`src/rtl/core/telemetry_response_framer_defines.svh`:
```
// ----------------------------------------------------------------------------
// Assertion macros for the telemetry response framer
// Concurrent checks clocked on clk and disabled while arst_n is low.
// ----------------------------------------------------------------------------
`ifndef TELEMETRY_RESPONSE_FRAMER_DEFINES_SVH
`define TELEMETRY_RESPONSE_FRAMER_DEFINES_SVH

`ifndef SYNTHESIS
// Same-cycle implication.
`define TRF_ASSERT_IMP(label, ante, cons) \
	label: assert property (@(posedge clk) disable iff (!arst_n) (ante) |-> (cons)) \
		else $error("telemetry_response_framer: same-cycle check failed");
// Next-cycle implication.
`define TRF_ASSERT_NXT(label, ante, cons) \
	label: assert property (@(posedge clk) disable iff (!arst_n) (ante) |=> (cons)) \
		else $error("telemetry_response_framer: next-cycle check failed");
`else
`define TRF_ASSERT_IMP(label, ante, cons)
`define TRF_ASSERT_NXT(label, ante, cons)
`endif

`endif

```
`src/rtl/core/trf_pkg.sv`:
```
// ----------------------------------------------------------------------------
// trf_pkg
// Shared constants and types of the telemetry response framer.
// ----------------------------------------------------------------------------
`default_nettype none

package trf_pkg;

	localparam int FRAME_BYTES = 8;
	localparam int FRAME_IW    = $clog2(FRAME_BYTES);
	localparam int SUM_W       = 11;

	localparam logic [7:0] FRAME_HEADER = 8'h10;
	localparam logic [7:0] FRAME_MARK   = 8'h7E;
	localparam logic [7:0] ESC_MARK     = 8'h7D;
	localparam logic [7:0] ESC_XOR      = 8'h20;
	localparam logic [7:0] CKS_BASE     = 8'hFF;

	localparam int FIFO_DEPTH = 2;
	localparam int FIFO_AW    = (FIFO_DEPTH > 1) ? $clog2(FIFO_DEPTH) : 1;
	localparam int FIFO_CW    = $clog2(FIFO_DEPTH + 1);

	typedef logic [7:0] byte_t;

	// One reply frame with a flag per byte that marks bytes needing an escape.
	typedef struct packed {
		logic [FRAME_BYTES-1:0][7:0] bytes;
		logic [FRAME_BYTES-1:0]      esc;
	} frame_t;

	typedef struct packed {
		logic               full;
		logic               empty;
		logic [FIFO_CW-1:0] cnt;
	} fifo_stat_t;

endpackage

`default_nettype wire

```
`src/rtl/core/trf_front.sv`:
```
// ----------------------------------------------------------------------------
// trf_front
// Packs an incoming transaction into a reply frame, adds the checksum and
// marks every byte that must be escaped.
// ----------------------------------------------------------------------------
`default_nettype none

module trf_front (
	input  wire logic [15:0]     data_id,
	input  wire logic [31:0]     value,
	output trf_pkg::frame_t      frame
);

	logic [trf_pkg::SUM_W-1:0] sum;
	logic [trf_pkg::SUM_W-1:0] folded;
	trf_pkg::byte_t            cks;

	always_comb begin
		sum = trf_pkg::SUM_W'(trf_pkg::FRAME_HEADER)
			+ trf_pkg::SUM_W'(data_id[7:0]) + trf_pkg::SUM_W'(data_id[15:8])
			+ trf_pkg::SUM_W'(value[7:0])   + trf_pkg::SUM_W'(value[15:8])
			+ trf_pkg::SUM_W'(value[23:16]) + trf_pkg::SUM_W'(value[31:24]);
		// The sum stays below 2048, so one fold of the high part is exact.
		folded = sum + (sum >> 8);
		cks    = 8'(trf_pkg::SUM_W'(trf_pkg::CKS_BASE) - folded);
	end

	always_comb begin
		frame.bytes[0] = trf_pkg::FRAME_HEADER;
		frame.bytes[1] = data_id[7:0];
		frame.bytes[2] = data_id[15:8];
		frame.bytes[3] = value[7:0];
		frame.bytes[4] = value[15:8];
		frame.bytes[5] = value[23:16];
		frame.bytes[6] = value[31:24];
		frame.bytes[7] = cks;
		for (int i = 0; i < trf_pkg::FRAME_BYTES; i++) begin
			frame.esc[i] = (frame.bytes[i] == trf_pkg::FRAME_MARK)
				|| (frame.bytes[i] == trf_pkg::ESC_MARK);
		end
	end

endmodule

`default_nettype wire

```
`src/rtl/core/trf_fifo.sv`:
```
// ----------------------------------------------------------------------------
// trf_fifo
// Short frame queue that decouples the packing front from the byte emitter.
// ----------------------------------------------------------------------------
`default_nettype none

module trf_fifo (
	input  wire logic             clk,
	input  wire logic             arst_n,
	input  wire logic             wr_en,
	input  wire trf_pkg::frame_t  wr_data,
	input  wire logic             rd_en,
	output trf_pkg::frame_t       rd_data,
	output trf_pkg::fifo_stat_t   stat
);

	trf_pkg::frame_t                  mem_q [trf_pkg::FIFO_DEPTH];
	logic [trf_pkg::FIFO_AW-1:0]      wr_ptr_q;
	logic [trf_pkg::FIFO_AW-1:0]      rd_ptr_q;
	logic [trf_pkg::FIFO_CW-1:0]      cnt_q;

	localparam logic [trf_pkg::FIFO_AW-1:0] LAST_PTR = trf_pkg::FIFO_AW'(trf_pkg::FIFO_DEPTH - 1);

	always_ff @(posedge clk or negedge arst_n) begin
		if (!arst_n) begin
			wr_ptr_q <= '0;
			rd_ptr_q <= '0;
			cnt_q    <= '0;
		end else begin
			if (wr_en) begin
				wr_ptr_q <= (wr_ptr_q == LAST_PTR) ? '0 : wr_ptr_q + 1'b1;
			end
			if (rd_en) begin
				rd_ptr_q <= (rd_ptr_q == LAST_PTR) ? '0 : rd_ptr_q + 1'b1;
			end
			if (wr_en && !rd_en) begin
				cnt_q <= cnt_q + 1'b1;
			end else if (rd_en && !wr_en) begin
				cnt_q <= cnt_q - 1'b1;
			end
		end
	end

	always_ff @(posedge clk) begin
		if (wr_en) begin
			mem_q[wr_ptr_q] <= wr_data;
		end
	end

	assign rd_data    = mem_q[rd_ptr_q];
	assign stat.full  = (cnt_q == trf_pkg::FIFO_CW'(trf_pkg::FIFO_DEPTH));
	assign stat.empty = (cnt_q == '0);
	assign stat.cnt   = cnt_q;

endmodule

`default_nettype wire

```
`src/rtl/core/trf_back.sv`:
```
// ----------------------------------------------------------------------------
// trf_back
// Walks a queued frame byte by byte, inserts escape pairs and holds each
// output byte in a register until the receiver takes it.
// ----------------------------------------------------------------------------
`default_nettype none

module trf_back (
	input  wire logic        clk,
	input  wire logic        arst_n,
	input  wire trf_pkg::frame_t fr_data,
	input  wire logic        fr_avail,
	output logic             fr_take,
	output logic [7:0]       out_byte,
	output logic             last,
	output logic             empty,
	input  wire logic        pop
);

	trf_pkg::frame_t              fr_q;
	logic                         busy_q;
	logic                         esc_q;
	logic [trf_pkg::FRAME_IW-1:0] idx_q;
	logic                         out_valid_q;
	trf_pkg::byte_t               out_byte_q;
	logic                         last_q;

	logic           adv;
	logic           step;
	logic           cur_esc;
	logic           at_end;
	logic           byte_done;
	trf_pkg::byte_t cur;

	assign adv       = !out_valid_q || pop;
	assign fr_take   = !busy_q && fr_avail;
	assign step      = busy_q && adv;
	assign cur       = fr_q.bytes[idx_q];
	assign cur_esc   = fr_q.esc[idx_q];
	assign at_end    = (idx_q == trf_pkg::FRAME_IW'(trf_pkg::FRAME_BYTES - 1));
	// A byte is finished once it is sent plainly or its escape pair completes.
	assign byte_done = esc_q || !cur_esc;

	always_ff @(posedge clk or negedge arst_n) begin
		if (!arst_n) begin
			busy_q      <= 1'b0;
			esc_q       <= 1'b0;
			idx_q       <= '0;
			out_valid_q <= 1'b0;
		end else begin
			if (fr_take) begin
				busy_q <= 1'b1;
				esc_q  <= 1'b0;
				idx_q  <= '0;
			end else if (step) begin
				if (byte_done) begin
					esc_q <= 1'b0;
					idx_q <= idx_q + 1'b1;
					if (at_end) begin
						busy_q <= 1'b0;
					end
				end else begin
					esc_q <= 1'b1;
				end
			end
			if (adv) begin
				out_valid_q <= busy_q;
			end
		end
	end

	always_ff @(posedge clk) begin
		if (fr_take) begin
			fr_q <= fr_data;
		end
		if (step) begin
			if (esc_q) begin
				out_byte_q <= cur ^ trf_pkg::ESC_XOR;
			end else if (cur_esc) begin
				out_byte_q <= trf_pkg::ESC_MARK;
			end else begin
				out_byte_q <= cur;
			end
			last_q <= at_end && byte_done;
		end
	end

	assign out_byte = out_byte_q;
	assign last     = last_q;
	assign empty    = !out_valid_q;

endmodule

`default_nettype wire

```
`src/rtl/core/telemetry_response_framer.sv`:
```
// ----------------------------------------------------------------------------
// telemetry_response_framer
// Builds a checksummed sensor reply frame from each transaction and emits it
// byte-stuffed, one byte per output transaction.
// ----------------------------------------------------------------------------
// Usage. The input side behaves as a queue: drive data_id and value, raise
// push, and the transaction is taken at a rising edge where full is low.
// The output side also behaves as a queue: while empty is low the oldest
// byte sits on out_byte with last, and pop at a rising edge takes it.
// Each input transaction yields 8 to 14 output bytes: the eight frame bytes,
// with every 0x7E or 0x7D replaced by an escape pair. last is high only on
// the final byte, which is the second byte of a pair when the checksum is
// escaped.
// Latency: when the emitter is idle, the first byte of a frame passes through the
// frame queue, the emitter's frame register and the output register.
// Throughput: while pop is held high the emitter delivers one byte per cycle,
// and it loads each frame from the queue before its first byte. A two-entry
// frame queue lets the input side take further transactions meanwhile; full
// rises only once both entries are waiting.
// Stalls: when pop is held low the output byte holds, the emitter waits, and
// the queue fills, after which full holds the sender off. No byte is lost.
// Reset: arst_n clears the queue, the emitter and the output valid flag; the
// block is ready for a transaction as soon as reset is released.
// ----------------------------------------------------------------------------
`default_nettype none

`include "telemetry_response_framer_defines.svh"

module telemetry_response_framer (
	input  wire logic        clk,
	input  wire logic        arst_n,
	input  wire logic        push,
	output logic             full,
	input  wire logic [15:0] data_id,
	input  wire logic [31:0] value,
	output logic             empty,
	input  wire logic        pop,
	output logic [7:0]       out_byte,
	output logic             last
);

	trf_pkg::frame_t     frame_in;
	trf_pkg::frame_t     frame_out;
	trf_pkg::fifo_stat_t fifo_stat;
	logic                fifo_wr;
	logic                fifo_rd;

	// Front: pack the transaction and compute the checksum and escape flags.
	trf_front u_front (
		.data_id (data_id),
		.value   (value),
		.frame   (frame_in)
	);

	assign full    = fifo_stat.full;
	assign fifo_wr = push && !fifo_stat.full;

	// Frame queue between the two halves.
	trf_fifo u_fifo (
		.clk     (clk),
		.arst_n  (arst_n),
		.wr_en   (fifo_wr),
		.wr_data (frame_in),
		.rd_en   (fifo_rd),
		.rd_data (frame_out),
		.stat    (fifo_stat)
	);

	// Back: emit the stuffed bytes through the output register.
	trf_back u_back (
		.clk      (clk),
		.arst_n   (arst_n),
		.fr_data  (frame_out),
		.fr_avail (!fifo_stat.empty),
		.fr_take  (fifo_rd),
		.out_byte (out_byte),
		.last     (last),
		.empty    (empty),
		.pop      (pop)
	);

	// A frame never ends on an escape mark.
	`TRF_ASSERT_IMP(a_last_not_escape, (!empty && last), (out_byte != trf_pkg::ESC_MARK))
	// The byte after an escape mark is produced without a gap.
	`TRF_ASSERT_NXT(a_escape_pair_joined, (!empty && (out_byte == trf_pkg::ESC_MARK)), (!empty))
	// A frame taken in is held in the queue on the following cycle.
	`TRF_ASSERT_NXT(a_push_lands, (push && !full), (fifo_stat.cnt != '0))

endmodule

`default_nettype wire
```
`config.mk`:
```
export PLATFORM = sky130hd
export DESIGN_NAME = telemetry_response_framer
export DESIGN_NICKNAME = d
export VERILOG_FILES = /design/src/rtl/core/trf_pkg.sv /design/src/rtl/core/trf_front.sv /design/src/rtl/core/trf_fifo.sv /design/src/rtl/core/trf_back.sv /design/src/rtl/core/telemetry_response_framer.sv
export VERILOG_INCLUDE_DIRS = /design/src /design/src/rtl/core
export SDC_FILE = /design/constraint.sdc
export NUM_CORES = 1
export LEC_CHECK = 0
export ABC_CLOCK_PERIOD_IN_PS = 5070
export BUFFER_PORTS_ARGS = -buffer_cell sky130_fd_sc_hd__buf_2
export CORE_UTILIZATION = 50
export CTS_BUF_LIST = sky130_fd_sc_hd__clkbuf_4
export DETAILED_ROUTE_END_ITERATION = 12
export PLACE_DENSITY = 0.63
export RECOVER_POWER = 100
export SYNTH_ARGS = -nofsm -noshare
export SYNTH_HDL_FRONTEND = slang
export SYNTH_HIERARCHICAL = 1
export SYNTH_SLANG_ARGS = --single-unit
```
`constraint.sdc`:
```
create_clock -name clk -period 5.07 [get_ports clk]
set_input_delay 1.014 -clock clk [delete_from_list [all_inputs] [get_ports clk]]
set_output_delay 1.014 -clock clk [all_outputs]
set_load 0.03 [all_outputs]
```
# ---- Word-level counts from Yosys, hierarchy flattened
# Memory sizes are Yosys's and may differ from the RTL's. A register that Yosys moved wholly into a read port is not among the register bits.
# Index checks and enable logic that the tools add are counted.
dict set report word_totals {
  output_inout_bits 11
  memories 1
  ramBits 126
  ff_bits 35
}
# name words word_bits rd rd_clocked_by_memory_dff wr line
set memory_table {}
lappend memory_table {u_fifo.mem_q 2 63 1 1 1 trf_fifo.sv:17} ;# trf_pkg::frame_t mem_q [trf_pkg::FIFO_DEPTH];
dict set report classes {
  muxes 22
  bitwise_logic 1
  eq_ne 16
  reduce_logical 29
  addsub 13
  n_lt_le_gt_ge 1
}
# op n
set ops {}
lappend ops {{$eq A8 B7 Y1 const B} 14}
lappend ops {{$add A11 B8 Y11} 5}
lappend ops {{$bmux W8 S3} 1}
lappend ops {{$mux W8} 3}
lappend ops {{$mux W1} 12}
lappend ops {{$add A5 B8 Y9 const A} 1}
lappend ops {{$logic_or A1 B1 Y1} 9}
lappend ops {{$mux W3} 3}
lappend ops {{$add A8 B3 Y8} 1}
lappend ops {{$reduce_bool A2 Y1} 4}
lappend ops {{$sub A8 B8 Y8 const A} 1}
lappend ops {{$logic_not A1 Y1} 7}
lappend ops {{$logic_and A1 B1 Y1} 6}
lappend ops {{$lt A3 B4 Y1 const B} 1}
lappend ops {{$mux W2} 2}
lappend ops {{$add A3 B1 Y3 const B} 1}
lappend ops {{$bmux W1 S3} 1}
lappend ops {{$eq A3 B3 Y1 const B} 1}
lappend ops {{$reduce_and A3 Y1} 1}
lappend ops {{$add A1 B1 Y1 const B} 2}
lappend ops {{$add A2 B1 Y2 const B} 1}
lappend ops {{$eq A2 B2 Y1 const B} 1}
lappend ops {{$logic_not A2 Y1} 1}
lappend ops {{$reduce_and A2 Y1} 1}
lappend ops {{other kinds (2)} 2}

# ---- Depth between registers and ports, before layout
dict set report logic_depth {
  word_depth 10
  ltp_mapped 21
  ltp_nobuf 21
}

# ---- Modules after synthesis
# Netlist, hierarchy kept.
# module instances area_per_inst_um2 cells_each
set modules_own_cells {}
lappend modules_own_cells {trf_fifo 1 5731.7 240}
lappend modules_own_cells {trf_back 1 3463.3 170}
lappend modules_own_cells {trf_front 1 2058.2 240}
lappend modules_own_cells {telemetry_response_framer 1 17.5 2}

# ---- Worst setup path after synthesis
# OpenSTA, ideal clock, no wires.
dict set report synth_path {
  path_kind {input-to-reg}
  startpoint {input value[20]}
  endpoint {memory u_fifo/mem_q[0][7] (netlist bit), data pin}
  t_required_ns 4.898
  slack_ns -0.668
  path_buffers 0
  setup_ns 0.172
  cell_stages 21
  arrival_ns 5.566
  path_cell_list {inv_1 fa_1 inv_1 fa_1 inv_1 fa_1 inv_1 fa_1 ha_1 a21o_1 a21oi_2 o21bai_1 a21oi_1 xnor2_1 ha_1 fa_1 and2b_1 or3_1 and4_1 nand4_1 nor3_1}
}
# element line
set synth_lines {}
lappend synth_lines {{start: declaration} telemetry_response_framer.sv:35} ;# input wire logic [31:0] value,
lappend synth_lines {{end: declaration} trf_fifo.sv:17}

==> results.yml <==
synthesis:
  async_reset_ff_share_pct: 4.26
  synth_top_family_by_area: "multiplexers"
  synthAdderAreaFrac_pct: 8.30
  synthFlopType: "edfxtp_1"
  synth-compound-area-share_pct: 1.95
  synth-seq-cells: 235
  synth.distinct_cells: 56
  syn-cell-area_sq_mm: 0.0113
  syn_avg_cell_area_sq_um: 17.3
  netlist_instances: 652
  synthSimpleGateAreaFrac_pct: 3.34
  muxShareOfSynthArea_pct: 14.3
  yosys_warnings: 6
  seq_area_frac_synth_pct: 62.2
  synth_enable_flop_cells: 225
  synth-xor-area-share_pct: 1.75
timing:
  slew_headroom_pct: 26.1
  setup_ws_ns: -0.167
  finalHoldViolCount: 0
  max_freq_mhz: 191
  grt_setup_unrepaired: "true"
  tightest_slew_ns: 1.11
  post-route-min-period_ns: 5.24
  setup_violations: 8
  drv_slew: 0
  post-route-period-util_pct: 103
  clock_skew_ns: 0.0362
setup_path:
  cp.arrival_ns: 5.67
  path_cells: "buf_8, inv_8, fa_1, inv_2, fa_1, inv_1, fa_1, inv_1, fa_1, ha_1, a21o_1, a21oi_2, o21bai_1, a21oi_2, xnor2_2, ha_2, fa_2, and2b_2, nor4b_2, xnor3_1, nand4_1, nor3_2"
  crit_family: "adder cells"
  crit_required_ns: 5.50
  cp_num_cells: 22
  cp-start-kind: "input port"
  regToRegEndpoint: "u_back/fr_q[27]"
  critPathMostFrequentCell: "fa_1"
  path_buf_inv: 5
  path_max_fanout: 3
  reg2reg_depth: 5
  endpoint_kind: "flop"
  timing.reg2reg.setup_slack_ns: 2.71
  crit_type: "input port to flop"
  slowest_stage: "fa_1"
  r2r-start: "u_fifo/cnt_q[0]"
  slowest_delay_ns: 0.54
job:
  cap_violations: 0
clocking:
  htreeDepth: 2
  cts_sinks: 235
  numCtsBuffers: 59
  clk_latency_ns: 0.68
  cts_tree: "done"
  cts_buffer_depth: 3
  path_clk_slew_ns: 0.07
  root_buffer: "clkbuf_4"
pwr:
  powerDensity_mw_per_mm2: 690
  sw_frac_of_total_pct: 33.8
  vdd_drop_max_mv: 0.437
  p_switching_mw: 2.95
  p_clk_share_pct: 18.0
  total_power_mw: 8.72
  p_int_mw: 5.78
  seqPwrFrac_pct: 35.9
  cellLeakagePower_nw: 4.92
  pwr-share-comb_pct: 46.1
die:
  die_x_um: 152
  die_h_um: 152
  fp.coreArea_sq_mm: 0.0220
  core.rowCount: 54
  dieArea_sq_mm: 0.0231
  io_pins: 63
  initial_core_util_pct: 51.3
layout:
  area_delta_synth_final_pct: 12.2
  postLayoutCellArea_sq_mm: 0.0126
  final_common_cell: "edfxtp_1"
  fillers: 1764
  layout_common_cells: "edfxtp_1, clkbuf_4, clkbuf_1, mux2_4, inv_1"
  final_net_count: 892
  drive_above_1_share_pct: 32.2
place:
  hpwl_um: 15200
  place_congestion: 0.822
  post-place-ws_ns: -0.895
  port_buffers: 62
  place_area_sq_mm: 0.0119
global_routing:
  antenna_found_initial: 2
  overflow: 0
  grt_pass1_vias: 5973
  grt_use_total_pct: 19.6
  grt_pass1_wl_um: 33800
  grt_max_degree: 73
routing:
  avgRoutedWirePerCell_um: 19.6
  drtPass1Iterations: 9
  vias: 5603
  wl_um: 21800
  detail-route-antenna-nets: 0
  vias_per_cell: 5.02
  drcViolationCount: 4
  drt_iter0_drc: 356
status:
  violations: "DRC, setup timing"
  outcome: "complete, but fails checks"
hold_path:
  hold_class: "input port to asynchronous set/reset pin"
routing by layer:
metal | track usage (%) | wire, um | vias to the layer above | share of wire, %
met5 | 0 | 0 | - | 0
met4 | 6.07 | 350 | 0 | 1.6
met3 | 4.01 | 996 | 27 | 4.6
met2 | 32.7 | 10800 | 148 | 50
met1 | 25.9 | 9660 | 2792 | 44
li1 | - | - | 2636 | -
metrics by stage:
stage	TNS (ns)	util (%)	hold WS [ns]	std cells
after detailed placement	-11.33	54.2	0.487	999
after global placement	-9.68	54.2	0.473	999
final	-0.730	57.6	0.321	1116
after CTS	-0.321	58.0	0.141	1113
after global routing	-1.30	57.6	0.313	1116
after floorplan	-4.30	-	0.455	659
power groups by stage:
stage          combinational (mW)  sequential, mW  clock [mW]
6_report                     4.02            3.13        1.57
5_1_grt                      4.33            3.18        1.72
4_1_cts                      3.73            3.14        1.62
3_5_place_dp                 3.59            3.18           0
3_3_place_gp                 3.49            3.16           0
2_1_floorplan                2.54            3.11           0
repair_timing:
action                                  4_1_cts  5_1_grt
pin swaps                                     6       12
buffers inserted                              3        3
resized for setup                            10       22
hold buffers                                  0        0
hold endpoints to repair                      0        0
cloned                                        0        0
endpoints found under the setup margin        6       12
worst register-to-register path: cells and delay by family, from the launching register on:
kind	cells	cell delay, ns
buffers and inverters	3	1.35
flip-flops	1	0.41
AND/OR/NAND/NOR	2	0.23
sequential cells by signal, summed over array words and instances (netlist names):
register            cells
u_back/out_valid_q      1
u_fifo/cnt_q            2
u_fifo/rd_ptr_q         1
u_back/last             1
u_back/esc_q            1
u_back/out_byte         8
u_fifo/mem_q          144
u_back/fr_q            72
u_fifo/wr_ptr_q         1
u_back/busy_q           1
u_back/idx_q            3
cell usage after synthesis, types with 4 or more instances:
cell | instances | share of area [%]
a21oi_1 | 7 | 0.31
and2_1 | 5 | 0.28
buf_12 | 7 | 1.2
buf_2 | 4 | 0.18
buf_4 | 57 | 3.8
dfrtp_1 | 10 | 2.2
edfxtp_1 | 225 | 60
fa_1 | 33 | 5.9
ha_1 | 22 | 2.4
inv_1 | 74 | 2.5
mux2_2 | 6 | 0.60
mux2_4 | 69 | 9.2
mux2i_1 | 9 | 0.80
mux4_1 | 10 | 2.3
mux4_2 | 7 | 1.4
nand2_1 | 11 | 0.37
nand2b_1 | 5 | 0.28
nand4_1 | 8 | 0.44
nor2_1 | 7 | 0.23
nor4_1 | 4 | 0.22
xnor2_1 | 12 | 0.93
xor2_1 | 8 | 0.62
worst max-delay path by stage:
| stage | slack (ns) | endpoint | from |
|---|---|---|---|
| floorplan | -0.58 | u_fifo/mem_q[0][7] | value[20] |
| global placement | -0.78 | u_fifo/mem_q[0][7] | value[20] |
| detailed placement | -0.90 | u_fifo/mem_q[0][7] | value[20] |
| CTS | -0.07 | u_fifo/mem_q[1][7] | value[20] |
| global route | -0.22 | u_fifo/mem_q[0][7] | value[20] |
| finish | -0.17 | u_fifo/mem_q[1][7] | value[20] |
area by class of cell:
class	instances	area, sq um	share of cell area [%]
Clock buffer	83	623	4.93
Tap cell	280	350	2.77
Timing Repair Buffer	138	692	5.47
Multi-Input combinational cell	277	3530	27.9
Clock inverter	28	150	1.19
Antenna cell	1	2.50	0.0198
Inverter	74	285	2.26
Sequential cell	235	7010	55.4
cell families (layout without fill, tap and decap cells):
family | Yosys count | in the layout
AOI/OAI and AO/OA | 29 | 29
xor gates and xnor gates | 21 | 21
adders and majority gates | 55 | 55
buffers and inverters | 147 | 323
DFF | 235 | 235
muxes | 101 | 101
other | 2 | 10
and+or+nand+nor | 62 | 62
Note: power is estimated with default switching activity, not from simulation.
